[config.mk]
export PLATFORM = sky130hd
export DESIGN_NAME = touch_event_ring_queue_unit
export DESIGN_NICKNAME = d
export VERILOG_FILES = /design/src/rtl/core/tevq_pkg.sv /design/src/rtl/core/tevq_ram.sv /design/src/rtl/core/tevq_ctrl.sv /design/src/rtl/core/touch_event_ring_queue_unit.sv
export VERILOG_INCLUDE_DIRS = /design/src /design/src/rtl/core
export SDC_FILE = /design/constraint.sdc
export NUM_CORES = 1
export LEC_CHECK = 0
export BUFFER_PORTS_ARGS = -buffer_cell sky130_fd_sc_hd__buf_2
export CAP_MARGIN = 10
export CORE_UTILIZATION = 56
export DETAILED_ROUTE_END_ITERATION = 10
export GPL_TIMING_DRIVEN = 0
export MAX_ROUTING_LAYER = met4
export PLACE_DENSITY = 0.75
export RECOVER_POWER = 25
export SYNTH_ARGS = -nofsm -noshare
export SYNTH_HDL_FRONTEND = slang
export SYNTH_HIERARCHICAL = 1
export SYNTH_SLANG_ARGS = --single-unit
export TNS_END_PERCENT = 1
[constraint.sdc]
create_clock -name clk_i -period 3.05 [get_ports clk_i]
set_clock_uncertainty 0.2 [all_clocks]
set_input_delay 0.61 -clock clk_i [delete_from_list [all_inputs] [get_ports clk_i]]
set_output_delay 0.61 -clock clk_i [all_outputs]
set_load 0.005 [all_outputs]
[src/rtl/core/assert_macros.svh]
// assertion helpers for the rtl files; tevq_ctrl includes them
`ifndef ASSERT_MACROS_SVH
`define ASSERT_MACROS_SVH

// property sampled on the rising clock, disabled while reset is asserted
`define ASSERT_CLK(lbl, clk, rst_n, prop, msg) \
  lbl: assert property (@(posedge clk) disable iff (!rst_n) prop) else $error(msg);

// same check with a fixed clk_i and rst_ni
`define ASSERT_STD(lbl, prop, msg) \
  `ASSERT_CLK(lbl, clk_i, rst_ni, prop, msg)

`endif

[src/rtl/core/tevq_pkg.sv]
package tevq_pkg;

  // width of one coordinate or pressure value
  localparam int unsigned FieldW = 10;

  // operation codes
  localparam logic OP_PUSH = 1'b0;
  localparam logic OP_POP  = 1'b1;

  // wire mode codes
  localparam logic MODE_FOUR_WIRE = 1'b0;
  localparam logic MODE_FIVE_WIRE = 1'b1;

  // one queued touch event
  typedef struct packed {
    logic [FieldW-1:0] x;
    logic [FieldW-1:0] y;
    logic [FieldW-1:0] press;
  } event_t;

  // result control from the queue controller
  typedef struct packed {
    logic strobe;
    logic valid;
    logic empty;
  } res_ctrl_t;

endpackage

[src/rtl/core/tevq_ram.sv]
module tevq_ram #(
  parameter int unsigned WIDTH = 30,
  parameter int unsigned DEPTH = 32,
  parameter int unsigned AW    = $clog2(DEPTH)
) (
  input  logic             clk_i,
  input  logic             wr_en_i,
  input  logic [AW-1:0]    wr_addr_i,
  input  logic [WIDTH-1:0] wr_data_i,
  input  logic [AW-1:0]    rd_addr_i,
  output logic [WIDTH-1:0] rd_data_o
);

  logic [WIDTH-1:0] mem_q [DEPTH];
  logic [WIDTH-1:0] rd_data_q;

  // write port
  always_ff @(posedge clk_i) begin
    if (wr_en_i) begin
      mem_q[wr_addr_i] <= wr_data_i;
    end
  end

  // registered read port
  always_ff @(posedge clk_i) begin
    rd_data_q <= mem_q[rd_addr_i];
  end

  assign rd_data_o = rd_data_q;

endmodule

[src/rtl/core/tevq_ctrl.sv]
`include "assert_macros.svh"

module tevq_ctrl #(
  parameter int unsigned QUEUE_DEPTH = 32,
  parameter int unsigned PTR_W       = $clog2(QUEUE_DEPTH)
) (
  input  logic                          clk_i,
  input  logic                          rst_ni,
  input  logic                          accept_i,
  input  logic                          operation_i,
  input  logic [tevq_pkg::FieldW-1:0]   x_pos_i,
  input  logic [tevq_pkg::FieldW-1:0]   y_pos_i,
  input  logic [tevq_pkg::FieldW-1:0]   press_level_i,
  input  logic                          pen_lifted_i,
  input  logic                          wire_mode_i,
  output logic                          wr_en_o,
  output logic [PTR_W-1:0]              wr_addr_o,
  output tevq_pkg::event_t              wr_data_o,
  output logic [PTR_W-1:0]              rd_addr_o,
  output tevq_pkg::res_ctrl_t           res_o
);

  localparam logic [PTR_W-1:0] LastIdx = PTR_W'(QUEUE_DEPTH - 1);

  logic [PTR_W-1:0] head_q, head_d;
  logic [PTR_W-1:0] tail_q, tail_d;
  logic             contact_q, contact_d;
  tevq_pkg::res_ctrl_t res_q, res_d;

  logic [PTR_W-1:0] head_next, tail_next;
  logic             is_push, is_pop, empty_now, ring_full;
  tevq_pkg::event_t ev;

  // ring successors
  assign head_next = (head_q == LastIdx) ? '0 : head_q + PTR_W'(1);
  assign tail_next = (tail_q == LastIdx) ? '0 : tail_q + PTR_W'(1);

  assign is_push   = accept_i && (operation_i == tevq_pkg::OP_PUSH);
  assign is_pop    = accept_i && (operation_i == tevq_pkg::OP_POP);
  assign empty_now = (head_q == tail_q);
  assign ring_full = (tail_next == head_q);

  // event built from one touch sample
  always_comb begin
    ev.x = x_pos_i;
    ev.y = y_pos_i;
    if (wire_mode_i == tevq_pkg::MODE_FIVE_WIRE) begin
      ev.press = {{(tevq_pkg::FieldW-1){1'b0}}, !pen_lifted_i};
    end else begin
      ev.press = press_level_i;
    end
    if (pen_lifted_i && contact_q) begin
      ev = '0;
    end
  end

  // pointer, contact and result control update
  always_comb begin
    head_d    = head_q;
    tail_d    = tail_q;
    contact_d = contact_q;
    res_d     = '0;
    if (is_push) begin
      if (!ring_full) begin
        tail_d = tail_next;
      end
      if (!pen_lifted_i) begin
        contact_d = 1'b1;
      end else begin
        contact_d = 1'b0;
      end
    end else if (is_pop && !empty_now) begin
      head_d    = head_next;
      res_d.valid = 1'b1;
    end
    res_d.strobe = accept_i;
    res_d.empty  = (head_d == tail_d);
  end

  always_ff @(posedge clk_i or negedge rst_ni) begin
    if (!rst_ni) begin
      head_q    <= '0;
      tail_q    <= '0;
      contact_q <= 1'b0;
      res_q     <= '0;
    end else begin
      head_q    <= head_d;
      tail_q    <= tail_d;
      contact_q <= contact_d;
      res_q     <= res_d;
    end
  end

  // memory ports
  assign wr_en_o   = is_push;
  assign wr_addr_o = tail_q;
  assign wr_data_o = ev;
  assign rd_addr_o = head_q;
  assign res_o     = res_q;

  // checks
  `ASSERT_STD(a_beat_gives_result, accept_i |=> res_q.strobe, "beat gave no result")
  `ASSERT_STD(a_valid_has_strobe, res_q.valid |-> res_q.strobe, "valid without strobe")
  `ASSERT_STD(a_full_hold, (is_push && ring_full) |=> $stable({head_q, tail_q}), "ptr moved")
  `ASSERT_STD(a_pop_head, (is_pop && !empty_now) |=> head_q == $past(head_next), "head stuck")

endmodule

[src/rtl/core/touch_event_ring_queue_unit.sv]
// touch event queue: a ring of QUEUE_DEPTH slots holding at most
// QUEUE_DEPTH-1 events; a push into a full ring is lost.
// input channel: a beat is taken at a rising edge with start_i high and
// busy_o low; busy_o stays low, so one push or pop can be issued in
// every cycle. operation_i selects push of a touch sample or pop.
// result channel: every beat gives one result in the cycle after it, shown
// for exactly one cycle with done_o high. the result is registered, in
// step with the registered read port of the event memory; throughput is
// one beat per cycle. the receiver cannot stall; results are not held.
// event_valid_o marks a pop that returned an event; a push or a pop of
// an empty queue returns zero fields. queue_empty_o gives the queue
// state after the beat.
// configuration: cfg_data_i is the wire mode (0 four-wire, 1 five-wire),
// written when cfg_valid_i is high; cfg_ready_o is always high.
// reset: head, tail, contact mark and wire mode clear, no result is
// pending; the event memory is not cleared and needs no clearing pass.
module touch_event_ring_queue_unit #(
  parameter int unsigned QUEUE_DEPTH = 32
) (
  input  logic                        clk_i,
  input  logic                        rst_ni,
  input  logic                        start_i,
  output logic                        busy_o,
  input  logic                        operation_i,
  input  logic [tevq_pkg::FieldW-1:0] x_pos_i,
  input  logic [tevq_pkg::FieldW-1:0] y_pos_i,
  input  logic [tevq_pkg::FieldW-1:0] press_level_i,
  input  logic                        pen_lifted_i,
  output logic                        done_o,
  output logic                        event_valid_o,
  output logic [tevq_pkg::FieldW-1:0] event_x_o,
  output logic [tevq_pkg::FieldW-1:0] event_y_o,
  output logic [tevq_pkg::FieldW-1:0] event_press_o,
  output logic                        queue_empty_o,
  input  logic                        cfg_valid_i,
  output logic                        cfg_ready_o,
  input  logic                        cfg_data_i
);

  localparam int unsigned PtrW = $clog2(QUEUE_DEPTH);
  localparam int unsigned EvW  = $bits(tevq_pkg::event_t);

  logic                wire_mode_q;
  logic                accept;
  logic                wr_en;
  logic [PtrW-1:0]     wr_addr, rd_addr;
  tevq_pkg::event_t    wr_data, rd_data;
  logic [EvW-1:0]      rd_bits;
  tevq_pkg::res_ctrl_t res;

  assign busy_o      = 1'b0;
  assign cfg_ready_o = 1'b1;
  assign accept      = start_i && !busy_o;

  // wire mode register
  always_ff @(posedge clk_i or negedge rst_ni) begin
    if (!rst_ni) begin
      wire_mode_q <= tevq_pkg::MODE_FOUR_WIRE;
    end else if (cfg_valid_i && cfg_ready_o) begin
      wire_mode_q <= cfg_data_i;
    end
  end

  tevq_ctrl #(
    .QUEUE_DEPTH (QUEUE_DEPTH)
  ) u_ctrl (
    .clk_i         (clk_i),
    .rst_ni        (rst_ni),
    .accept_i      (accept),
    .operation_i   (operation_i),
    .x_pos_i       (x_pos_i),
    .y_pos_i       (y_pos_i),
    .press_level_i (press_level_i),
    .pen_lifted_i  (pen_lifted_i),
    .wire_mode_i   (wire_mode_q),
    .wr_en_o       (wr_en),
    .wr_addr_o     (wr_addr),
    .wr_data_o     (wr_data),
    .rd_addr_o     (rd_addr),
    .res_o         (res)
  );

  tevq_ram #(
    .WIDTH (EvW),
    .DEPTH (QUEUE_DEPTH)
  ) u_ram (
    .clk_i     (clk_i),
    .wr_en_i   (wr_en),
    .wr_addr_i (wr_addr),
    .wr_data_i (wr_data),
    .rd_addr_i (rd_addr),
    .rd_data_o (rd_bits)
  );

  // result fields are zero unless a pop returned an event
  assign rd_data       = rd_bits;
  assign done_o        = res.strobe;
  assign event_valid_o = res.valid;
  assign event_x_o     = res.valid ? rd_data.x : '0;
  assign event_y_o     = res.valid ? rd_data.y : '0;
  assign event_press_o = res.valid ? rd_data.press : '0;
  assign queue_empty_o = res.empty;

endmodule

==> metrics, run 1 <==
GR Util All Layers=25.6%; outcome=complete, but fails checks; Req. time, crit path=3.38 ns; HP Class=in2reg; register area share after synthesis=75.4%; DRT iter0 DRCs=2035; vias in the first global route=21.3k; commonest non-fill, non-tap cell in the layout=edfxtp_1; die width=268 µm; CTS buffer count=95; Core Region=69900 µm²; Setup WS pre-CTS=-0.745 ns; worst skew pair latency=0.65 ns; full die area=71600 µm²; vias per inst=6.02; clk slew on worst S/H paths=0.06 ns; # rows=97; CP endpoint kind=flop; Yosys cell types=53; failing checks=setup timing; largest net degree at the start of global routing=33; ANT nets after route=0; Final WS setup=-0.0532 ns; worst rel slew slack=9.86%; net count after synthesis=2335; Die Y=268 µm; residual DRC count=0; Final Instance Area=45100 µm²; commonest non-fill, non-tap cells in the layout=edfxtp_1 (960), mux2i_1 (481), clkbuf_16 (98), nand2_1 (98), nand3_1 (97); Crit Path Max Fanout=9; antenna violations before repair=1; area growth from synthesis to layout=14.1%; Clock Sinks=1005; DP HPWL=55.6 mm; Initial Util=56.5%; period utilisation layout=102%; Final setup viols=21; CTS tree=built; max-cap violations=0; Max VDD drop=564 µV; Final #Nets=2539; IO Pins=72; first-pass GRT wire length=130 mm; fillers=4721; fin crit period=3.10 ns; Pre-antenna DRT Iters=5; Final Slew Violations=0; Setup TNS Final=-0.599 ns; PD cells=890 nW/µm²; Most used DFF post-synth=edfxtp_1; Vias=21.2k; Post-synth EDFFs=960; syn avg cell area=17.2 µm²; Startpoint Class=flop; worst slew pin tran=1.35 ns; Post-synth ARST share=1.49%; Arr. time, crit path=3.43 ns; fmax=0.322 GHz; final WL=88.9 mm; final hold vios=0; Port Buf Inserts=69; CTS root buffer=clkbuf_16; share of cells above drive strength 1=15.3%; H-tree levels=3; Area after DPL=41700 µm²; FF+latch count, synth=1005; detail-routed net length per standard cell=25.3 µm; worst-case clock buffer depth=3; yosys warns=6; Post-Syn Instances=2294; CP Class=reg2reg; Leak=15.7 nW; RD Place Congestion=0.889; Mapped Area=39500 µm²; grt total ovfl=0; RSZ-0062 raised after global routing=yes
Yosys cell counts (4+ instances only):
master | count | share of area (%)
edfxtp_1 | 960 | 73
mux2i_1 | 481 | 12
nand2_1 | 98 | 0.93
nand3_1 | 97 | 1.2
a21oi_1 | 96 | 1.2
a22oi_1 | 90 | 1.7
a22o_1 | 60 | 1.3
clkbuf_1 | 40 | 0.38
nor2_1 | 38 | 0.36
and2_1 | 31 | 0.49
a31oi_1 | 30 | 0.47
and2_2 | 30 | 0.57
dfxtp_1 | 30 | 1.5
nor3_1 | 30 | 0.38
buf_6 | 29 | 0.83
buf_2 | 26 | 0.33
buf_4 | 21 | 0.40
dfrtp_1 | 15 | 0.95
xor2_1 | 8 | 0.18
xnor2_1 | 7 | 0.16
buf_1 | 6 | 0.057
inv_1 | 6 | 0.057
o21ai_0 | 6 | 0.076
nand3b_1 | 5 | 0.095
ha_1 | 4 | 0.13
nand2b_1 | 4 | 0.063
worst max-delay path, stage by stage (launching register included):
cell     delay [ns]
dfrtp_2        0.47
ha_1           0.28
and3_1         0.21
ha_2           0.22
o311a_4        0.38
and3_4         0.19
a21oi_2        0.20
mux2_2         0.39
xor2_1         0.16
nor4_2         0.28
layer usage:
| metal | track usage (%) | vias up | part of all wire (%) |
|---|---|---|---|
| li1 | - | 9419 | - |
| met1 | 33.9 | 10700 | 40 |
| met2 | 41.4 | 914 | 50 |
| met3 | 3.25 | 123 | 7.4 |
| met4 | 8.66 | 0 | 2.6 |
| met5 | - | - | 0 |
flip-flops by register name (all words and copies together), names as in the netlist:
register and flops:
wire_mode_q 1, u_ram/rd_data_o 30, u_ctrl/contact_q 1, u_ctrl/res_o 3, u_ram/mem_q 960, u_ctrl/rd_addr_o 5
u_ctrl/wr_addr_o 5
what timing repair did:
action                                  in CTS  in global routing
gates resized for setup                      7                  8
hold endpoints to repair                    18                  0
endpoints found under the setup margin     364                537
pin swaps                                    6                  3
hold buffers                                 4                  0
buffers inserted                             0                  0
through the flow:
stage / hold slack [ns] / power [mW] / utilization (%) / cells
4_1_cts: 0.00190 / 40.1 / 64.2 / 3498
5_1_grt: 0.0156 / 41.6 / 64.5 / 3516
2_1_floorplan: 0.114 / 24.4 / - / 2294
3_5_place_dp: 0.338 / 28.2 / 59.6 / 3319
3_3_place_gp: 0.308 / 27.8 / 58.7 / 3303
6_report: 0.0290 / 40.2 / 64.5 / 3517
kinds of logic after synthesis:
kind of cell    after synthesis  share of synthesized area, %
mux                         486                          12.3
buf+inv                     135                          2.19
compound gates              293                          5.06
fa+ha+maj                     4                         0.127
flops                      1005                          75.4
other cells                   2                        0.0190
simple gates                354                          4.53
xor+xnor                     15                         0.332
report_power, final:
group	switching (mW)	internal [mW]	leakage (nW)
combinational	7.47	4.43	4.98
clock	4.91	7.04	1.53
sequential	0.357	15.9	9.14
total	12.7	27.4	15.7
cell type report:
cell class	count	area (µm²)	area share, %
flip-flops and latches	1005	29800	66.1
multi-input cells	1154	9090	20.1
clock buffers	124	2570	5.70
well taps	940	1180	2.61
repair buffers	107	985	2.18
plain buffers	128	846	1.88
clock inverters	51	598	1.33
inverters	7	26.3	0.0583
diodes	1	2.50	0.00555
worst paths after layout:
| path | slack (ns) | startpoint | depth (start not counted) | end |
|---|---|---|---|---|
| max in group asynchronous | 1.70 | rst_ni | 2 | u_ctrl/wr_addr_o[1] |
| worst max-delay path | -0.05 | u_ctrl/wr_addr_o[0] | 9 | u_ctrl/res_o[0] |
| worst max register to register | -0.05 | u_ctrl/wr_addr_o[0] | 9 | u_ctrl/res_o[0] |
| min in group asynchronous | 0.38 | rst_ni | 2 | u_ctrl/rd_addr_o[4] |
| worst min register to register | 0.35 | u_ctrl/contact_q | 2 | u_ctrl/contact_q |
| worst min-delay path | 0.03 | cfg_valid_i | 2 | wire_mode_q |
Power figures use the tool's default switching activity.
==> inputs of run 2 (changes only) <==
--- a/config.mk
+++ b/config.mk
@@ -8,9 +8,9 @@
 export LEC_CHECK = 0
 export BUFFER_PORTS_ARGS = -buffer_cell sky130_fd_sc_hd__buf_2
 export CAP_MARGIN = 10
+export CORE_MARGIN = 2
 export CORE_UTILIZATION = 56
 export DETAILED_ROUTE_END_ITERATION = 10
-export GPL_TIMING_DRIVEN = 0
 export MAX_ROUTING_LAYER = met4
 export PLACE_DENSITY = 0.75
 export RECOVER_POWER = 25
==> metrics, run 2 (synthesized netlist as in run 1, its figures left out) <==
outcome=complete, no violations (was complete, but fails checks); worst rel slew slack=4.80% (was 9.86%); vias in the first global route=21.4k (was 21.3k); Clock Sinks=1005 (unchanged); share of cells above drive strength 1=16.6% (was 15.3%); worst path bufs/invs=0 (unchanged); slowest CP cell=o311a_4 (was dfrtp_2); DRT iter0 DRCs=2462 (was 2035); Req. time, crit path=3.39 ns (was 3.38 ns); Vias=21.2k (about the same); fmax=0.337 GHz (was 0.322 GHz); Final setup viols=0 (was 21); Setup TNS Final=0 ns (was -0.599 ns); delay-heaviest family, CP=simple AND/OR/NAND/NOR gates (unchanged); Crit path largest cell delay=0.41 ns (was 0.47 ns); PD cells=874 nW/µm² (was 890 nW/µm²); HP Class=in2reg (unchanged); Top reg by flops=u_ram/mem_q (unchanged); Final Instance Area=44900 µm² (was 45100 µm²); full die area=72700 µm² (was 71600 µm²); commonest non-fill, non-tap cell in the layout=edfxtp_1 (unchanged); final WL=89.7 mm (was 88.9 mm); CP Class=reg2reg (unchanged); clk slew on worst S/H paths=0.06 ns (about the same); grt total ovfl=0 (unchanged); CTS buffer count=94 (was 95); max reg flops=960 (unchanged); Critical Path Most Common Cell=ha_1; Pre-antenna DRT Iters=6 (was 5); IO Pins=72 (unchanged); worst path cell trace=ha_1 -> and3_1 -> ha_1 -> o311a_4 -> and3_4 -> a21oi_4 -> mux2_2 -> xor2_1 -> nor4_2 (was ha_1 -> and3_1 -> ha_2 -> o311a_4 -> and3_4 -> a21oi_2 -> mux2_2 -> xor2_1 -> nor4_2); CTS root buffer=clkbuf_16 (unchanged); Antenna Cells=0 (was 1); commonest non-fill, non-tap cells in the layout=edfxtp_1 (960), mux2i_1 (481), nand2_1 (98) (was edfxtp_1 (960), mux2i_1 (481), clkbuf_16 (98), nand2_1 (98), nand3_1 (97)); Max VDD drop=711 µV (was 564 µV); Die Y=270 µm (was 268 µm); RD Place Congestion=0.860 (was 0.889); period utilisation layout=97.3% (was 102%); # rows=97 (unchanged); GR Util All Layers=25.4% (was 25.6%); Area after DPL=41800 µm² (was 41700 µm²); Startpoint Class=flop (unchanged); final hold vios=0 (unchanged); CP endpoint kind=flop (unchanged); max-cap violations=0 (unchanged); H-tree levels=3 (unchanged); first-pass GRT wire length=134 mm (was 130 mm); Port Buf Inserts=69 (unchanged); worst-case clock buffer depth=3 (unchanged); vias per inst=6.07 (was 6.02); Arr. time, crit path=3.31 ns (was 3.43 ns); detail-routed net length per standard cell=25.7 µm (was 25.3 µm); fin crit period=2.97 ns (was 3.10 ns); largest net degree at the start of global routing=72 (was 33); worst slew pin tran=1.43 ns (was 1.35 ns); Leak=15.7 nW (about the same); Final #Nets=2519 (was 2539); DP HPWL=52.4 mm (was 55.6 mm); Final Slew Violations=0 (unchanged); CTS tree=built (unchanged); die width=270 µm (was 268 µm); Core Region=69900 µm² (unchanged); worst skew pair latency=0.64 ns (was 0.65 ns); antenna violations before repair=1 (unchanged); Initial Util=56.5% (unchanged); ANT nets after route=0 (unchanged); Crit Path Max Fanout=8 (was 9); residual DRC count=0 (unchanged); Tot Pwr=39.3 mW (was 40.2 mW); area growth from synthesis to layout=13.7% (was 14.1%)
run 2: cell count changes in the layout (fill, tap and decap cells not counted), sizes merged:
cell / change
dlymetal6s2s: -2
clkinvlp: -1
diode: -1
buf: +20
dlygate4sd3: +1
clkbuf: -32
bufinv: -6
clkinv: -1
inv: -1
run 2: tightest hold or removal path: stages:
cell and delay (ns):
buf_2 0.10, nand2_1 0.12, a21o_1 0.18, inv_2 0.08
run 2: where the power goes:
part | switching [mW] | internal (mW) | leakage [nW] | total [mW]
Sequential | 0.287 | 16.0 | 9.15 | 16.2
Clock | 4.84 | 6.71 | 1.50 | 11.6
Combinational | 7.11 | 4.36 | 5.01 | 11.5
run 2: metal layers:
metal  share of wire (%)  GRT usage, %  vias to the layer above
met5                   0             -                        -
met3                 8.5          4.38                      142
li1                    -             -                     9356
met4                 2.1          7.44                        0
met1                  41          34.3                    10800
met2                  49          40.0                      924
run 2: path summary, 6_finish.rpt:
check / cells after the start / endpoint / slack (ns) / from
min in group asynchronous: 2 / u_ctrl/wr_addr_o[0] / 0.40 / rst_ni
worst max register to register: 9 / u_ctrl/res_o[0] / 0.08 / u_ctrl/wr_addr_o[1]
max in group asynchronous: 2 / u_ctrl/rd_addr_o[0] / 1.60 / rst_ni
worst min register to register: 2 / u_ctrl/contact_q / 0.34 / u_ctrl/contact_q
worst max-delay path: 9 / u_ctrl/res_o[0] / 0.08 / u_ctrl/wr_addr_o[1]
worst min-delay path: 4 / u_ctrl/res_o[1] / 0.32 / operation_i
run 2: layout make-up:
class / instances / area, µm²
Inverter: 7 / 26.3
Timing Repair Buffer: 216 / 1730
Multi-Input combinational cell: 1154 / 9120
Fill cell: 4744 / 25000
Clock buffer: 130 / 2670
Tap cell: 940 / 1180
Sequential cell: 1005 / 29800
Clock inverter: 42 / 413
run 2: repair_timing:
action,4_1_cts,5_1_grt
pin swaps,0,1
buffers inserted,0,0
gates resized for setup,1,1
endpoints found under the hold margin,18,0
cloned,0,0
endpoints found under the setup margin,1,1
hold buffers,5,0
run 2: stage by stage:
step | hold WS [ns] | setup slack [ns] | util [%] | instances
3_5_place_dp | 0.328 | 0.000293 | 59.8 | 3314
5_1_grt | 0.328 | -0.00330 | 64.3 | 3494
3_3_place_gp | 0.312 | 0.0348 | 59.8 | 3314
4_1_cts | 0.186 | 0.0546 | 64.3 | 3491
2_1_floorplan | 0.114 | -0.130 | - | 2294
6_report | 0.316 | 0.0814 | 64.3 | 3494
